**src/assert_macros.svh**
```systemverilog
// Concurrent assertion macros shared by the stripper modules
`ifndef ASSERT_MACROS_SVH
`define ASSERT_MACROS_SVH

// Check a property on every rising edge outside reset
`define ASSERT_CLK(lbl, clk, rst, prop, msg) \
  lbl: assert property (@(posedge clk) disable iff (rst) prop) else $error(msg);

// Check that a condition never holds outside reset
`define ASSERT_NEVER(lbl, clk, rst, cond, msg) \
  lbl: assert property (@(posedge clk) disable iff (rst) !(cond)) else $error(msg);

`endif

```
**src/htsu_pkg.sv**
```systemverilog
// Types, character codes and entity tables for the HTML text stripper
`timescale 1ns / 1ps

package htsu_pkg;

  localparam int COUNT_BITS_DEF  = 16;
  localparam int QUEUE_DEPTH_DEF = 2;
  localparam int CAP_BITS        = 17;
  localparam logic [CAP_BITS-1:0] CAP_RESET = 17'd4096;
  localparam int NUM_ENT         = 5;

  localparam logic [7:0] CH_TAB   = 8'h09;
  localparam logic [7:0] CH_LF    = 8'h0A;
  localparam logic [7:0] CH_CR    = 8'h0D;
  localparam logic [7:0] CH_SPACE = 8'h20;
  localparam logic [7:0] CH_AMP   = 8'h26;
  localparam logic [7:0] CH_SLASH = 8'h2F;
  localparam logic [7:0] CH_SEMI  = 8'h3B;
  localparam logic [7:0] CH_LT    = 8'h3C;
  localparam logic [7:0] CH_GT    = 8'h3E;
  localparam logic [7:0] CH_B     = 8'h62;
  localparam logic [7:0] CH_P     = 8'h70;
  localparam logic [7:0] CH_R     = 8'h72;

  localparam logic [7:0] ENT_PAT [NUM_ENT][8] = '{
    '{8'h61, 8'h6D, 8'h70, 8'h3B, 8'h00, 8'h00, 8'h00, 8'h00},
    '{8'h6C, 8'h74, 8'h3B, 8'h00, 8'h00, 8'h00, 8'h00, 8'h00},
    '{8'h67, 8'h74, 8'h3B, 8'h00, 8'h00, 8'h00, 8'h00, 8'h00},
    '{8'h71, 8'h75, 8'h6F, 8'h74, 8'h3B, 8'h00, 8'h00, 8'h00},
    '{8'h23, 8'h33, 8'h39, 8'h3B, 8'h00, 8'h00, 8'h00, 8'h00}
  };
  localparam logic [2:0] ENT_LEN  [NUM_ENT] = '{3'd4, 3'd3, 3'd3, 3'd5, 3'd4};
  localparam logic [7:0] ENT_CHAR [NUM_ENT] = '{8'h26, 8'h3C, 8'h3E, 8'h22, 8'h27};

  typedef enum logic [3:0] {
    MODE_TEXT = 4'b0001,
    MODE_TAG  = 4'b0010,
    MODE_ENT  = 4'b0100,
    MODE_SKIP = 4'b1000
  } scan_mode_t;

  typedef struct packed {
    logic [7:0] in_byte;
    logic       last_byte;
  } in_item_t;

  typedef struct packed {
    logic        char_valid;
    logic [7:0]  out_char;
    logic [15:0] char_count;
    logic        message_done;
  } out_item_t;

  typedef struct packed {
    logic       emit_req;
    logic [7:0] ch;
    logic       last;
  } emit_item_t;

endpackage

```
**src/htsu_front.sv**
```systemverilog
// Byte classifier: tag, entity and whitespace scanning, emits character requests
`timescale 1ns / 1ps
`include "assert_macros.svh"

module htsu_front (
  input  logic                 clk,
  input  logic                 rst,
  input  logic                 in_valid,
  output logic                 in_ready,
  input  htsu_pkg::in_item_t   in_data,
  output logic                 push_valid,
  input  logic                 push_ready,
  output htsu_pkg::emit_item_t push_data
);
  import htsu_pkg::*;

  scan_mode_t       scan_mode, scan_mode_next;
  logic [1:0]       tag_position, tag_position_next;
  logic [1:0]       tag_match_flags, tag_match_flags_next;
  logic [2:0]       entity_position, entity_position_next;
  logic [NUM_ENT-1:0] entity_candidates, entity_candidates_next;
  logic             after_space, after_space_next;
  logic             in_fire;

  assign in_ready   = push_ready;
  assign push_valid = in_valid;
  assign in_fire    = in_valid && push_ready;

  always_comb begin
    logic [7:0]         b;
    logic [1:0]         keep;
    logic [NUM_ENT-1:0] alive;
    logic               done;
    logic [7:0]         done_ch;
    b = in_data.in_byte;
    keep = 2'b00;
    alive = '0;
    done = 1'b0;
    done_ch = 8'h00;
    scan_mode_next = scan_mode;
    tag_position_next = tag_position;
    tag_match_flags_next = tag_match_flags;
    entity_position_next = entity_position;
    entity_candidates_next = entity_candidates;
    after_space_next = after_space;
    push_data.emit_req = 1'b0;
    push_data.ch = 8'h00;
    push_data.last = in_data.last_byte;
    unique case (scan_mode)
      MODE_TEXT: begin
        if (b == CH_LT) begin
          scan_mode_next = MODE_TAG;
          tag_position_next = 2'd1;
          tag_match_flags_next = 2'b11;
        end else if (b == CH_AMP) begin
          scan_mode_next = MODE_ENT;
          entity_position_next = 3'd0;
          entity_candidates_next = '1;
        end else if (b == CH_CR) begin
          push_data.emit_req = 1'b0;
        end else if (b == CH_SPACE || b == CH_TAB || b == CH_LF) begin
          if (!after_space) begin
            push_data.emit_req = 1'b1;
            push_data.ch = (b == CH_LF) ? CH_LF : CH_SPACE;
            after_space_next = 1'b1;
          end
        end else begin
          push_data.emit_req = 1'b1;
          push_data.ch = b;
          after_space_next = 1'b0;
        end
      end
      MODE_TAG: begin
        if (tag_position == 2'd1) begin
          keep = {b == CH_SLASH, b == CH_B};
          tag_match_flags_next = tag_match_flags & keep;
          tag_position_next = 2'd2;
        end else if (tag_position == 2'd2) begin
          if ((tag_match_flags[0] && b == CH_R) || (tag_match_flags[1] && b == CH_P)) begin
            push_data.emit_req = 1'b1;
            push_data.ch = CH_LF;
            after_space_next = 1'b1;
          end
          tag_position_next = 2'd3;
        end
        if (b == CH_GT) begin
          scan_mode_next = MODE_TEXT;
        end
      end
      MODE_ENT: begin
        for (int c = 0; c < NUM_ENT; c++) begin
          if (entity_candidates[c] && entity_position < ENT_LEN[c] &&
              ENT_PAT[c][entity_position] == b) begin
            alive[c] = 1'b1;
            if (entity_position + 3'd1 == ENT_LEN[c]) begin
              done = 1'b1;
              done_ch = ENT_CHAR[c];
            end
          end
        end
        entity_candidates_next = alive;
        if (entity_position != 3'd7) begin
          entity_position_next = entity_position + 3'd1;
        end
        if (done) begin
          scan_mode_next = MODE_TEXT;
          after_space_next = 1'b0;
          push_data.emit_req = 1'b1;
          push_data.ch = done_ch;
        end else if (alive == '0) begin
          scan_mode_next = (b == CH_SEMI) ? MODE_TEXT : MODE_SKIP;
        end
      end
      MODE_SKIP: begin
        if (b == CH_SEMI) begin
          scan_mode_next = MODE_TEXT;
        end
      end
      default: begin
        scan_mode_next = MODE_TEXT;
      end
    endcase
    // drop all message state after the final byte
    if (in_data.last_byte) begin
      scan_mode_next = MODE_TEXT;
      tag_position_next = 2'd0;
      tag_match_flags_next = 2'b11;
      entity_position_next = 3'd0;
      entity_candidates_next = '1;
      after_space_next = 1'b1;
    end
  end

  always_ff @(posedge clk) begin
    if (rst) begin
      scan_mode <= MODE_TEXT;
      tag_position <= 2'd0;
      tag_match_flags <= 2'b11;
      entity_position <= 3'd0;
      entity_candidates <= '1;
      after_space <= 1'b1;
    end else if (in_fire) begin
      scan_mode <= scan_mode_next;
      tag_position <= tag_position_next;
      tag_match_flags <= tag_match_flags_next;
      entity_position <= entity_position_next;
      entity_candidates <= entity_candidates_next;
      after_space <= after_space_next;
    end
  end

  `ASSERT_CLK(a_tag_emit_third, clk, rst,
    (in_fire && scan_mode == MODE_TAG && push_data.emit_req) |-> (tag_position == 2'd2),
    "tag newline outside third tag byte")
  `ASSERT_CLK(a_last_clears, clk, rst,
    (in_fire && in_data.last_byte) |=> (scan_mode == MODE_TEXT && after_space),
    "state not cleared after final byte")

endmodule

```
**src/htsu_queue.sv**
```systemverilog
// Small FIFO between the classifier and the emit stage
`timescale 1ns / 1ps
`include "assert_macros.svh"

module htsu_queue #(
  parameter int DEPTH = htsu_pkg::QUEUE_DEPTH_DEF
) (
  input  logic                 clk,
  input  logic                 rst,
  input  logic                 wr_valid,
  output logic                 wr_ready,
  input  htsu_pkg::emit_item_t wr_data,
  output logic                 rd_valid,
  input  logic                 rd_ready,
  output htsu_pkg::emit_item_t rd_data
);
  import htsu_pkg::*;

  localparam int PTR_BITS = (DEPTH > 2) ? $clog2(DEPTH) : 1;
  localparam int CNT_BITS = $clog2(DEPTH + 1);
  localparam logic [PTR_BITS-1:0] LAST_PTR = PTR_BITS'(DEPTH - 1);
  localparam logic [CNT_BITS-1:0] FULL_CNT = CNT_BITS'(DEPTH);

  emit_item_t          store [DEPTH];
  logic [PTR_BITS-1:0] wr_ptr, rd_ptr;
  logic [CNT_BITS-1:0] fill;
  logic                push, pop;

  assign wr_ready = (fill != FULL_CNT);
  assign rd_valid = (fill != '0);
  assign rd_data  = store[rd_ptr];
  assign push     = wr_valid && wr_ready;
  assign pop      = rd_valid && rd_ready;

  always_ff @(posedge clk) begin
    if (push) begin
      store[wr_ptr] <= wr_data;
    end
  end

  always_ff @(posedge clk) begin
    if (rst) begin
      wr_ptr <= '0;
      rd_ptr <= '0;
      fill <= '0;
    end else begin
      if (push) begin
        wr_ptr <= (wr_ptr == LAST_PTR) ? '0 : wr_ptr + 1'b1;
      end
      if (pop) begin
        rd_ptr <= (rd_ptr == LAST_PTR) ? '0 : rd_ptr + 1'b1;
      end
      if (push && !pop) begin
        fill <= fill + 1'b1;
      end else if (pop && !push) begin
        fill <= fill - 1'b1;
      end
    end
  end

  `ASSERT_NEVER(a_fill_range, clk, rst, fill > FULL_CNT, "queue fill beyond depth")
  `ASSERT_CLK(a_push_lands, clk, rst, (push && !pop) |=> rd_valid,
    "queue empty after a push")

endmodule

```
**src/htsu_back.sv**
```systemverilog
// Emit stage: capacity check, character count and registered output
`timescale 1ns / 1ps
`include "assert_macros.svh"

module htsu_back #(
  parameter int COUNT_BITS = htsu_pkg::COUNT_BITS_DEF
) (
  input  logic                            clk,
  input  logic                            rst,
  input  logic                            cfg_valid,
  output logic                            cfg_ready,
  input  logic [htsu_pkg::CAP_BITS-1:0]   cfg_data,
  input  logic                            q_valid,
  output logic                            q_ready,
  input  htsu_pkg::emit_item_t            q_data,
  output logic                            out_valid,
  input  logic                            out_ready,
  output htsu_pkg::out_item_t             out_data
);
  import htsu_pkg::*;

  localparam int CW = ((COUNT_BITS > CAP_BITS) ? COUNT_BITS : CAP_BITS) + 1;

  logic [CAP_BITS-1:0]   out_capacity;
  logic [COUNT_BITS-1:0] emitted_count, emitted_count_next;
  logic [CW-1:0]         count_plus, count_wide;
  logic                  emit_ok, pop;

  assign cfg_ready  = 1'b1;
  assign q_ready    = !out_valid || out_ready;
  assign pop        = q_valid && q_ready;
  assign count_plus = CW'(emitted_count) + CW'(1);
  assign emit_ok    = q_data.emit_req && (count_plus < CW'(out_capacity)) &&
                      (emitted_count != '1);
  assign emitted_count_next = emit_ok ? emitted_count + 1'b1 : emitted_count;
  assign count_wide = CW'(emitted_count_next);

  always_ff @(posedge clk) begin
    if (rst) begin
      out_capacity <= CAP_RESET;
    end else if (cfg_valid) begin
      out_capacity <= cfg_data;
    end
  end

  always_ff @(posedge clk) begin
    if (rst) begin
      emitted_count <= '0;
      out_valid <= 1'b0;
    end else if (pop) begin
      emitted_count <= q_data.last ? '0 : emitted_count_next;
      out_valid <= 1'b1;
    end else if (out_ready) begin
      out_valid <= 1'b0;
    end
  end

  always_ff @(posedge clk) begin
    if (pop) begin
      out_data.char_valid <= emit_ok;
      out_data.out_char <= emit_ok ? q_data.ch : 8'h00;
      out_data.char_count <= count_wide[15:0];
      out_data.message_done <= q_data.last;
    end
  end

  `ASSERT_CLK(a_no_req_no_char, clk, rst,
    (pop && !q_data.emit_req) |=> (!out_data.char_valid && out_data.out_char == 8'h00),
    "character shown without a request")

endmodule

```
**src/html_text_stripper_unit.sv**
```systemverilog
// Top level of the HTML text stripper: classifier, queue and emit stage
//
//   channel  signals                        width        direction
//   in       in_valid / in_ready / in_data  in_item_t    HTML bytes in
//   out      out_valid / out_ready / out_data out_item_t one result per byte out
//   cfg      cfg_valid / cfg_ready / cfg_data 17 bits    output capacity write
//
// One byte per cycle unless output stalls; results are queued, then registered for output.
// The classifier updates scan state in the accept cycle; the emit stage
// counts and registers the result. Reset clears all state, capacity to 4096.
// An output stall fills the queue (QUEUE_DEPTH entries) plus the output register
// before in_ready drops.
`timescale 1ns / 1ps

module html_text_stripper_unit #(
  parameter int COUNT_BITS  = htsu_pkg::COUNT_BITS_DEF,
  parameter int QUEUE_DEPTH = htsu_pkg::QUEUE_DEPTH_DEF
) (
  input  logic                          clk,
  input  logic                          rst,
  input  logic                          in_valid,
  output logic                          in_ready,
  input  htsu_pkg::in_item_t            in_data,
  output logic                          out_valid,
  input  logic                          out_ready,
  output htsu_pkg::out_item_t           out_data,
  input  logic                          cfg_valid,
  output logic                          cfg_ready,
  input  logic [htsu_pkg::CAP_BITS-1:0] cfg_data
);
  import htsu_pkg::*;

  emit_item_t push_data, q_data;
  logic       push_valid, push_ready, q_valid, q_ready;

  htsu_front u_front (
    .clk        (clk),
    .rst        (rst),
    .in_valid   (in_valid),
    .in_ready   (in_ready),
    .in_data    (in_data),
    .push_valid (push_valid),
    .push_ready (push_ready),
    .push_data  (push_data)
  );

  htsu_queue #(
    .DEPTH (QUEUE_DEPTH)
  ) u_queue (
    .clk      (clk),
    .rst      (rst),
    .wr_valid (push_valid),
    .wr_ready (push_ready),
    .wr_data  (push_data),
    .rd_valid (q_valid),
    .rd_ready (q_ready),
    .rd_data  (q_data)
  );

  htsu_back #(
    .COUNT_BITS (COUNT_BITS)
  ) u_back (
    .clk       (clk),
    .rst       (rst),
    .cfg_valid (cfg_valid),
    .cfg_ready (cfg_ready),
    .cfg_data  (cfg_data),
    .q_valid   (q_valid),
    .q_ready   (q_ready),
    .q_data    (q_data),
    .out_valid (out_valid),
    .out_ready (out_ready),
    .out_data  (out_data)
  );

endmodule

```
**config.mk**
```make
export PLATFORM = sky130hd
export DESIGN_NAME = html_text_stripper_unit
export DESIGN_NICKNAME = d
export VERILOG_FILES = /design/src/htsu_pkg.sv /design/src/htsu_front.sv /design/src/htsu_queue.sv /design/src/htsu_back.sv /design/src/html_text_stripper_unit.sv
export VERILOG_INCLUDE_DIRS = /design/src /design/src/src
export SDC_FILE = /design/constraint.sdc
export NUM_CORES = 1
export LEC_CHECK = 0
export BUFFER_PORTS_ARGS = -buffer_cell sky130_fd_sc_hd__buf_2
export CORE_MARGIN = 2
export CORE_UTILIZATION = 40
export CTS_CLUSTER_DIAMETER = 30
export DETAILED_ROUTE_END_ITERATION = 7
export GPL_TIMING_DRIVEN = 0
export SYNTH_ARGS = -nofsm -noshare
export SYNTH_HDL_FRONTEND = slang
export SYNTH_HIERARCHICAL = 1
export SYNTH_SLANG_ARGS = --single-unit
export TNS_END_PERCENT = 10
```
**constraint.sdc**
```tcl
create_clock -name clk -period 4 [get_ports clk]
set_input_delay 0.4 -clock clk [delete_from_list [all_inputs] [get_ports clk]]
set_output_delay 0.4 -clock clk [all_outputs]
set_load 0.01 [all_outputs]
```
### Yosys cells after proc, flatten, opt, wreduce, memory -nomap -nowiden

Memory sizes are Yosys's and may differ from the RTL's. A register that Yosys moved wholly into a read port is not among the register bits.
Cells that the tools add are included.

* bitwise operators: 2
* mux-type cells: 104
* equal/unequal tests: 45
* add/subtract/negate cells: 7
* reductions and logical operators: 38
* $lt $le $gt $ge: 5

Operator list (count)
* 8-bit two-way mux: 21
* 9-bit two-way mux: 8
* 8-bit by 6-bit == test with 1-bit output, second input constant: 6
* 8-bit == test: 5
* 1-bit two-way mux: 40
* 16-bit two-way mux: 2
* 4-bit two-way mux: 8
* 3-bit by 2-bit != test with 1-bit output, second input constant: 9
* 9-bit one-hot mux with 3 select lines: 1
* 8-bit by 4-bit == test with 1-bit output, second input constant: 3
* 8-bit by 7-bit == test with 1-bit output, second input constant: 3
* 1-bit logical AND: 18
* 18-bit by 17-bit less-than comparator with 1-bit output: 1
* 2-bit two-way mux: 9
* 16-bit by 1-bit adder with 17-bit output, second input constant: 1
* 16-bit by 1-bit adder with 16-bit output, second input constant: 1
* 16-bit != test, second input constant: 1
* 4-bit one-hot mux with 4 select lines: 1
* 5-bit two-way mux: 3
* 3-bit != test, second input constant: 5
* 3-bit two-way mux: 4
* 6-bit two-way mux: 2
* 4-bit by 2-bit != test with 1-bit output, second input constant: 3
* 4-bit AND reduction: 3
* other kinds (30): 43

* memories kept: 6
* RAM bits: 20
* bits in read-only memories: 320
* output and inout bits: 29
* register bits: 81

Memories
* (no name shown): words 8, width 8, read ports 1, clocked after Yosys merged registers in 0, write ports 0, line htsu_front.sv:93 `ENT_PAT[c][entity_position] == b) begin`
* (no name shown): words 8, width 8, read ports 1, clocked after Yosys merged registers in 0, write ports 0, line htsu_front.sv:93
* (no name shown): words 8, width 8, read ports 1, clocked after Yosys merged registers in 0, write ports 0, line htsu_front.sv:93
* (no name shown): words 8, width 8, read ports 1, clocked after Yosys merged registers in 0, write ports 0, line htsu_front.sv:93
* (no name shown): words 8, width 8, read ports 1, clocked after Yosys merged registers in 0, write ports 0, line htsu_front.sv:93
* u_queue.store: words 2, width 10, read ports 1, clocked after Yosys merged registers in 1, write ports 1, line htsu_queue.sv:24 `emit_item_t store [DEPTH];`

### Longest topological paths before layout

Gate-level depths: netlist (run 1).

* word-level depth: 20
* gate-level depth with buffers: 17
* depth with buffers taken out: 12

### Hierarchy

The synthesis (run 1) kept the hierarchy.

Modules (own cells, without submodules)
* htsu_back: times used 1, sequential area each 1461.4 um2, area an instance 3334.4 um2, cells each 354
* htsu_front: times used 1, sequential area each 340.3 um2, area an instance 2023.2 um2, cells each 263
* htsu_queue: times used 1, sequential area each 700.7 um2, area an instance 940.9 um2, cells each 55

### Least setup slack after synthesis (run 1)

Ideal clock, no wire load.

* path kind: reg2reg
* start point: register u_back.emitted_count[0]
* end point: register, netlist name u_back/out_data[2]
* setup slack: 0.423 ns
* cell stages (with the launch flop): 14
* path buffers: 1
* required time: 3.740 ns
* arrival time: 3.317 ns
* library setup time: 0.260 ns
* clock period less this slack: 3.577 ns
* cells stage by stage: dfxtp_1 -> ha_1 -> nand3_1 -> or3_1 -> clkbuf_1 -> nor2_1 -> xnor2_1 -> ha_1 -> nand3_1 -> nor3_1 -> a221oi_1 -> nand3_2 -> nor2_1 -> mux2_2

* word-level cells in the longest chain between the ends: 5
* elaborated cells between the ends (all ways): 7
* classes of those cells: add/sub: 2; order compare: 1; eq/ne: 1; mux: 1; reduce/logical: 2

RTL lines
* start, declared: line htsu_back.sv:25 `logic [COUNT_BITS-1:0] emitted_count, emitted_count_next;`
* start signal, assigned: line htsu_back.sv:51 `emitted_count <= q_data.last ? '0 : emitted_count_next;`
* 16-bit by 1-bit adder with 17-bit output: line htsu_back.sv:32 `assign count_plus = CW'(emitted_count) + CW'(1);`
* 18-bit by 17-bit less-than comparator with 1-bit output: line htsu_back.sv:33 `assign emit_ok = q_data.emit_req && (count_plus < CW'(out_capacity)) &&`
* 1-bit logical AND: line htsu_back.sv:33
* 1-bit logical AND (*): line htsu_back.sv:33
* named net u_back.emit_ok: line htsu_back.sv:27 `logic emit_ok, pop;`
* 16-bit two-way mux (*): line htsu_back.sv:35 `assign emitted_count_next = emit_ok ? emitted_count + 1'b1 : emitted_count;`
* named net u_back.emitted_count_next[1]: line htsu_back.sv:25

Mark *: on every way through the listed nets, which the timed path passes. The rest lies on a longest branch.
A chain may end at the register's enable or synchronous reset.

### Final worst setup path (run 1)

* start point: register u_back.emitted_count[3]
* end point: register, netlist name u_back/out_data[22]

* word-level cells in the longest chain between the ends: 4
* elaborated cells between the ends (all ways): 5
* classes of those cells: add/sub: 1; order compare: 1; eq/ne: 1; reduce/logical: 2

RTL lines (line)
* 16-bit by 1-bit adder with 17-bit output: htsu_back.sv:32
* 18-bit by 17-bit less-than comparator with 1-bit output: htsu_back.sv:33
* 1-bit logical AND: htsu_back.sv:33
* 1-bit logical AND (*): htsu_back.sv:33

Mark *: on every way between the ends. The rest lies on a longest branch, timed or not.

==> metrics, run 1 <==
ys flop type=dfxtp_1; # DRC=0; Yosys warning count=6; Area Overhead vs Synth=13.8%; Final Skew=0.00680 ns; Pleak=0.00289 uW; Peak supply drop=0.233 mV; Achievable Freq=267 MHz; DR pass1 iterations=5; sw frac=0.329; # fillers=1487; Clock transition at path regs=0.07 ns; die height=129 microns; layout cell share with drive strength beyond 1=0.201; TritonCTS buffer count=9; Initial DRC Count=469; Post-Syn Nets=731; Final Hold Viols=0; vias in the first global route=5124; commonest non-fill, non-tap cell in the layout=buf_2; Antenna Nets Post-Route=0; Mapped Cells=672; CTS Buffer Depth=2; hold_sp=in_data[0]; Slew Limit Fails=0; Comb power frac=0.303; total die area=16800 sq um; hold crit path type=in2reg; Hold Path Stages=1; WL met3=879 microns; reg-to-reg slack, setup=0.25 ns; GRT overflow=0; design internal power=2140 uW; post-DP HPWL=11.9 mm; mapped cell area=6300 sq um; Startpoint Class=flop; Seq cells post-synth=102; post-synthesis cell type count=80; register area share after synthesis=0.397; core area=15300 sq um; # Max-Cap Violations=0; FFs w/ async S/R, synth=0; multi-input logic area=3440 sq um; GPL Wtd Cong=0.872; worst r2r src=u_back/emitted_count[3]; Antenna Cells=0; Clk Latency, worst-skew pair=0.35 ns; status=finished clean; Reg-to-Reg End=u_back/out_data[22]; CTS Hold Buffers Added=0; nets=797; Register Area=2500 sq um; placed cell areas=6820 sq um; wirelength, routed=16.0 mm; final non-filler cell area=7170 sq um; first-pass GRT wire length=25.8 mm; CTS tree=yes; Initial Utilization=0.411; via-per-instance ratio=5.51; Final setup viols=0; critical setup path kind=reg2reg; Ports=60; Net Sw Power=1050 uW; root buffer cell=clkbuf_16; Worst EP arrival=3.85 ns; die width=129 microns; DR WL met2=7.62 mm; Period minus WS final=3.75 ns; initial antenna violation count=0; Crit Path Max Fanout=10; total power=3190 uW; EDFF count, synth=46; clock network fraction of total power=0.257; worst reg2reg path depth=13; CP endpoint kind=flop; worst path required time=4.10 ns; Syn Area/Cell=9.37 sq um; Hold Path End=u_queue/store[0][0]; total track usage=0.195; CTS H-tree lvls=3; Worst Max-Slew Pin Slew=1.10 ns; IO buf count=52; FP Rows=45; period utilisation layout=0.937; most frequent cells in the layout=71 x buf_2, 59 x nor2_1, 55 x nand2_1, 55 x dfxtp_1, 46 x edfxtp_1; wire per inst=16.8 microns; top sig layer=met4; sequential share of power=0.440; CTS sink count=102; met1 wire length=7.14 mm; largest net degree at the start of global routing=30; Power per Cell Area=445 nW/um^2; Max-slew headroom=0.265; via count=5259
[power groups by stage]
stage                     clock [uW]  sequential [uW]  combinational [uW]
after floorplan                    0             1480                 581
after global placement             0             1420                 933
after detailed placement           0             1430                 946
after CTS                        845             1410                 961
after global routing             884             1430                1060
final                            820             1400                 968
[metal layers]
layer | up-vias | track usage
met5 | - | 0
met1 | 2518 | 0.249
met2 | 165 | 0.328
met3 | 24 | 0.0301
met4 | 0 | 0.0835
li1 | 2552 | -
[Yosys cell counts (all sizes together) (2+ instances only)]
library cell,instances,share of area
o31ai,4,0.0048
nor3,20,0.018
a21o,2,0.0024
ha,28,0.056
o311a,2,0.0032
nor4b,8,0.014
o31a,4,0.0070
xnor2,32,0.044
and3,14,0.014
buf,30,0.028
nor2b,6,0.0064
or3,6,0.0060
o311ai,7,0.0097
xor2,17,0.024
a21oi,20,0.016
nor3b,5,0.0077
a31oi,24,0.024
mux2,11,0.020
nand4,17,0.018
a22oi,2,0.0024
inv,36,0.021
and3b,2,0.0028
nand3,22,0.018
and4,3,0.0042
clkbuf,18,0.011
a221oi,3,0.0052
nand3b,4,0.0048
mux2i,25,0.040
edfxtp,46,0.22
o21bai,5,0.0060
nand2b,10,0.0099
a211oi,2,0.0024
a221o,2,0.0034
o21ai,13,0.010
a32o,4,0.0066
or2,5,0.0054
or4b,3,0.0060
dfxtp,56,0.18
a311o,5,0.0079
nor4,9,0.011
nand2,56,0.034
nor2,62,0.037
and4bb,2,0.0040
and2,6,0.0060
[sequential cells by signal, summed over array words and instances (netlist names), named ones only]
name,cells
u_back/out_data,26
u_queue/store,20
u_back/out_capacity,17
u_back/emitted_count,16
u_front/entity_candidates,5
u_front/scan_mode,4
u_front/entity_position,3
u_front/tag_match_flags,2
u_front/tag_position,2
u_queue/fill,2
u_back/out_valid,1
u_front/after_space,1
u_queue/rd_ptr,1
u_queue/wr_ptr,1
[worst max-delay path, stage by stage (launching register included)]
cell and delay [ns]:
dfxtp_1 0.32, buf_4 0.15, nand4_2 0.15, nor3_4 0.33, buf_4 0.18, or4b_4 0.50, xnor2_1 0.15, ha_1 0.30
nand3_1 0.09, nor4_1 0.30, nand2_1 0.24, clkbuf_2 0.28, clkbuf_1 0.25, and3_1 0.25
[final cells by class]
cell class | instances | share of cell area
Clock buffer | 14 | 0.0368
Buffer | 48 | 0.0361
Tap cell | 211 | 0.0368
Inverter | 36 | 0.0189
Timing Repair Buffer | 56 | 0.0405
Clock inverter | 2 | 0.00105
Sequential cell | 102 | 0.349
Multi-Input combinational cell | 485 | 0.480
[metrics by stage]
stage               hold slack (ns)  std cells  setup slack, ns  utilization  setup TNS (ns)
global placement              0.436        935           -0.274        0.446           -4.12
finish                        0.236        954            0.254        0.468               0
detailed placement            0.444        935           -0.350        0.446           -6.24
CTS                           0.223        952           0.0865        0.465               0
global route                  0.232        954        -0.000815        0.468       -0.000815
floorplan                     0.422        672            0.423            -               0
[logic make-up after synthesis]
| kind of cell | Yosys count | share of synthesized area |
|---|---|---|
| and+or+nand+nor | 262 | 0.230 |
| AOI/OAI and AO/OA | 109 | 0.127 |
| DFF | 102 | 0.397 |
| buffers and inverters | 85 | 0.0626 |
| xor gates and xnor gates | 49 | 0.0681 |
| muxes | 36 | 0.0594 |
| adders and majority gates | 28 | 0.0556 |
| other | 1 | 0.000595 |
[worst max-delay path by stage]
stage          cells after the start                       end  slack (ns)               startpoint
2_1_floorplan                     13        u_back/out_data[2]        0.42  u_back/emitted_count[0]
3_3_place_gp                      13        u_back/out_data[2]       -0.27  u_back/emitted_count[0]
3_5_place_dp                      13        u_back/out_data[2]       -0.35  u_back/emitted_count[0]
4_1_cts                           16  u_back/emitted_count[11]        0.09  u_back/emitted_count[1]
5_1_grt                           17  u_back/emitted_count[11]     -0.0008  u_back/emitted_count[3]
6_report                          13       u_back/out_data[22]        0.25  u_back/emitted_count[3]
[what timing repair did]
| action | CTS | global route |
|---|---|---|
| setup endpoints to repair | 39 | 39 |
| pin swaps | 1 | 1 |
| setup buffers | 1 | 3 |
| gates cloned | 0 | 0 |
| resized for setup | 9 | 5 |
Note: power is estimated with default switching activity, not from simulation.
==> run 2: changes to the inputs <==
--- a/config.mk
+++ b/config.mk
@@ -6,9 +6,10 @@
 export SDC_FILE = /design/constraint.sdc
 export NUM_CORES = 1
 export LEC_CHECK = 0
+export ABC_AREA = 1
 export BUFFER_PORTS_ARGS = -buffer_cell sky130_fd_sc_hd__buf_2
 export CORE_MARGIN = 2
-export CORE_UTILIZATION = 40
+export CORE_UTILIZATION = 30
 export CTS_CLUSTER_DIAMETER = 30
 export DETAILED_ROUTE_END_ITERATION = 7
 export GPL_TIMING_DRIVEN = 0
==> run 2 against run 1 <==
Area after synthesis decreased by 0.56%. First-iteration DRC count decreased by 23%. Non-clock buffer count decreased by 26. Design area decreased by 0.10%. Die area increased by 32%. Critical path depth increased by 3. Maximum frequency increased by 4.6%. Largest cell class unchanged. Sequential cell count unchanged. Combinational power increased by 100%.
==> metrics, run 2 <==
status=finished clean; worst path required time=4.11 ns; GPL Wtd Cong=0.900; CTS tree=yes; Final Hold Viols=0; # DRC=0; most common cell in the netlist=nand2_1; final design utilization=0.352; hold crit path type=in2reg; Reg-to-Reg End=u_back/out_data[7]; GRT overflow=0; post-CTS setup buffers=0; Initial DRC Count=360; Slew Limit Fails=0; via-per-instance ratio=4.65; die width=148 microns; mapped cell area=6260 sq um; wire per inst=13.0 microns; RSZ-0062 raised after global routing=no; FFs w/ async S/R, synth=0; Antenna Cells=0; Yosys warning count=6; CTS H-tree lvls=3; vias in the first global route=4941; Period minus WS final=3.58 ns; DR pass1 iterations=5; Achievable Freq=279 MHz; IO buf count=55; largest net degree at the start of global routing=27; critical setup path kind=reg2reg; hold slack=0.270 ns; reg-to-reg slack, setup=0.42 ns; via count=5366; Clk Latency, worst-skew pair=0.35 ns; Worst EP arrival=3.69 ns; Hold Path Stages=3; Antenna Nets Post-Route=0; EDFF count, synth=46; placed insts=1137; Syn Area/Cell=7.71 sq um; post-synthesis cell type count=48; Peak supply drop=0.235 mV; Seq cells post-synth=102; Initial Utilization=0.308; total track usage=0.139; Top Registers=u_back/out_data: 26 flops, u_queue/store: 20 flops, u_back/out_capacity: 17 flops; CTS Buffer Depth=2; worst reg2reg path depth=16; die height=148 microns; total power=4470 uW; worst r2r src=u_back/emitted_count[0]; wirelength, routed=14.9 mm; Synth area leader=edfxtp_1; layout cell share with drive strength beyond 1=0.172; M2 GR Usage=0.214; most frequent cells in the layout=172 x nand2_1, 111 x inv_1, 74 x nand3_1; initial antenna violation count=0; GR Layer Usage met1=0.194; commonest non-fill, non-tap cell in the layout=nand2_1; register area share after synthesis=0.400; GR peak layer=met2; total die area=22100 sq um; # Max-Cap Violations=0; Clock transition at path regs=0.07 ns; Worst Max-Slew Pin Slew=1.07 ns; FP Rows=52; core area=20400 sq um; first-pass GRT wire length=24.3 mm; Final Skew=0.00729 ns; TritonCTS buffer count=9; Crit Path Max Fanout=10; nets=937; CP endpoint kind=flop; Area Overhead vs Synth=14.3%; Pleak=0.00326 uW; hold_sp=cfg_data[12]; Max-slew headroom=0.283; Ports=60; CTS sink count=102; met3 Use GR=0.0328; CTS Hold Buffers Added=0; root buffer cell=clkbuf_16; Synth top cells by count=172 x nand2_1, 111 x inv_1, 74 x nand3_1; period utilisation layout=0.895; Post-Syn Nets=871; Hold Path End=u_back/out_capacity[12]; Power per Cell Area=624 nW/um^2; Mapped Cells=812; largest register by flop count=u_back/out_data; Setup TNS Final=0 ns; CTS resizes=0; Startpoint Class=flop; number of flip-flops in the largest register=26; Final setup viols=0; ys flop type=dfxtp_1; synth top area cells=edfxtp_1 22%, dfxtp_1 18%, nand2_1 10%; fin cells=1153; Synth top area share=0.221; post-DP HPWL=11.4 mm
-- run 2: worst max-delay path by stage --
stage	from	end	slack, ns
floorplan	u_back/emitted_count[0]	u_back/out_data[10]	1.10
global placement	u_back/emitted_count[0]	u_back/out_data[7]	0.45
finish	u_back/emitted_count[0]	u_back/out_data[7]	0.42
global route	u_back/emitted_count[0]	u_back/out_data[7]	0.16
CTS	u_back/emitted_count[0]	u_back/out_data[7]	0.43
detailed placement	u_back/emitted_count[0]	u_back/out_data[7]	0.46
-- run 2: kinds of logic (layout without fill, tap and decap cells) --
kind of cell             count (synthesis)  count (layout)  share of synthesized area
XOR/XNOR                                10              10                     0.0140
adder cells (fa/ha/maj)                 28              28                     0.0559
AND/OR/NAND/NOR                        394             394                      0.301
other                                    1               1                   0.000599
multiplexers                            10              10                     0.0240
AO/OA/AOI/OAI                          120             120                      0.106
flip-flops                             102             102                      0.400
buffers and inverters                  147             218                     0.0985
-- run 2: final cells by class --
type                    instances  area, sq um
flip-flops and latches        102         2500
well taps                     270          338
fillers                      2163        13200
inverters                     124          467
repair buffers                 55          275
plain buffers                  23          150
multi-input cells             563         3140
clock buffers                  10          229
clock inverters                 6         53.8
-- run 2: stage by stage --
stage | instance area (sq um) | worst slack (ns)
2_1_floorplan | 6260 | 1.10
3_3_place_gp | 6880 | 0.449
3_5_place_dp | 6880 | 0.460
4_1_cts | 7160 | 0.434
5_1_grt | 7160 | 0.162
6_report | 7160 | 0.420
-- run 2: layer usage --
layer  share of wire  vias to the layer above  wire length (microns)
met5               0                        -                      0
met4           0.016                        0                    238
met3           0.049                       17                    739
met2            0.44                      118                   6600
met1            0.49                     2453                   7370
li1                -                     2778                      -
-- run 2: critical path: stages (launching register included) --
cell	delay, ns
dfxtp_1	0.46
ha_1	0.24
nand3_2	0.12
nor2_4	0.14
nand2_2	0.07
nor2_2	0.13
nand2_1	0.08
xor2_1	0.27
inv_1	0.08
ha_1	0.29
a21oi_1	0.15
o21a_1	0.12
nand2_1	0.07
nand2_2	0.18
buf_1	0.50
nand3_1	0.20
and2_1	0.23
-- run 2: power by group --
| part | internal (uW) | leakage, uW | switching (uW) | total, uW |
|---|---|---|---|---|
| Combinational | 730 | 0.00222 | 1230 | 1960 |
| Sequential | 1510 | 0.000908 | 144 | 1650 |
| Clock | 434 | 0.000136 | 422 | 856 |
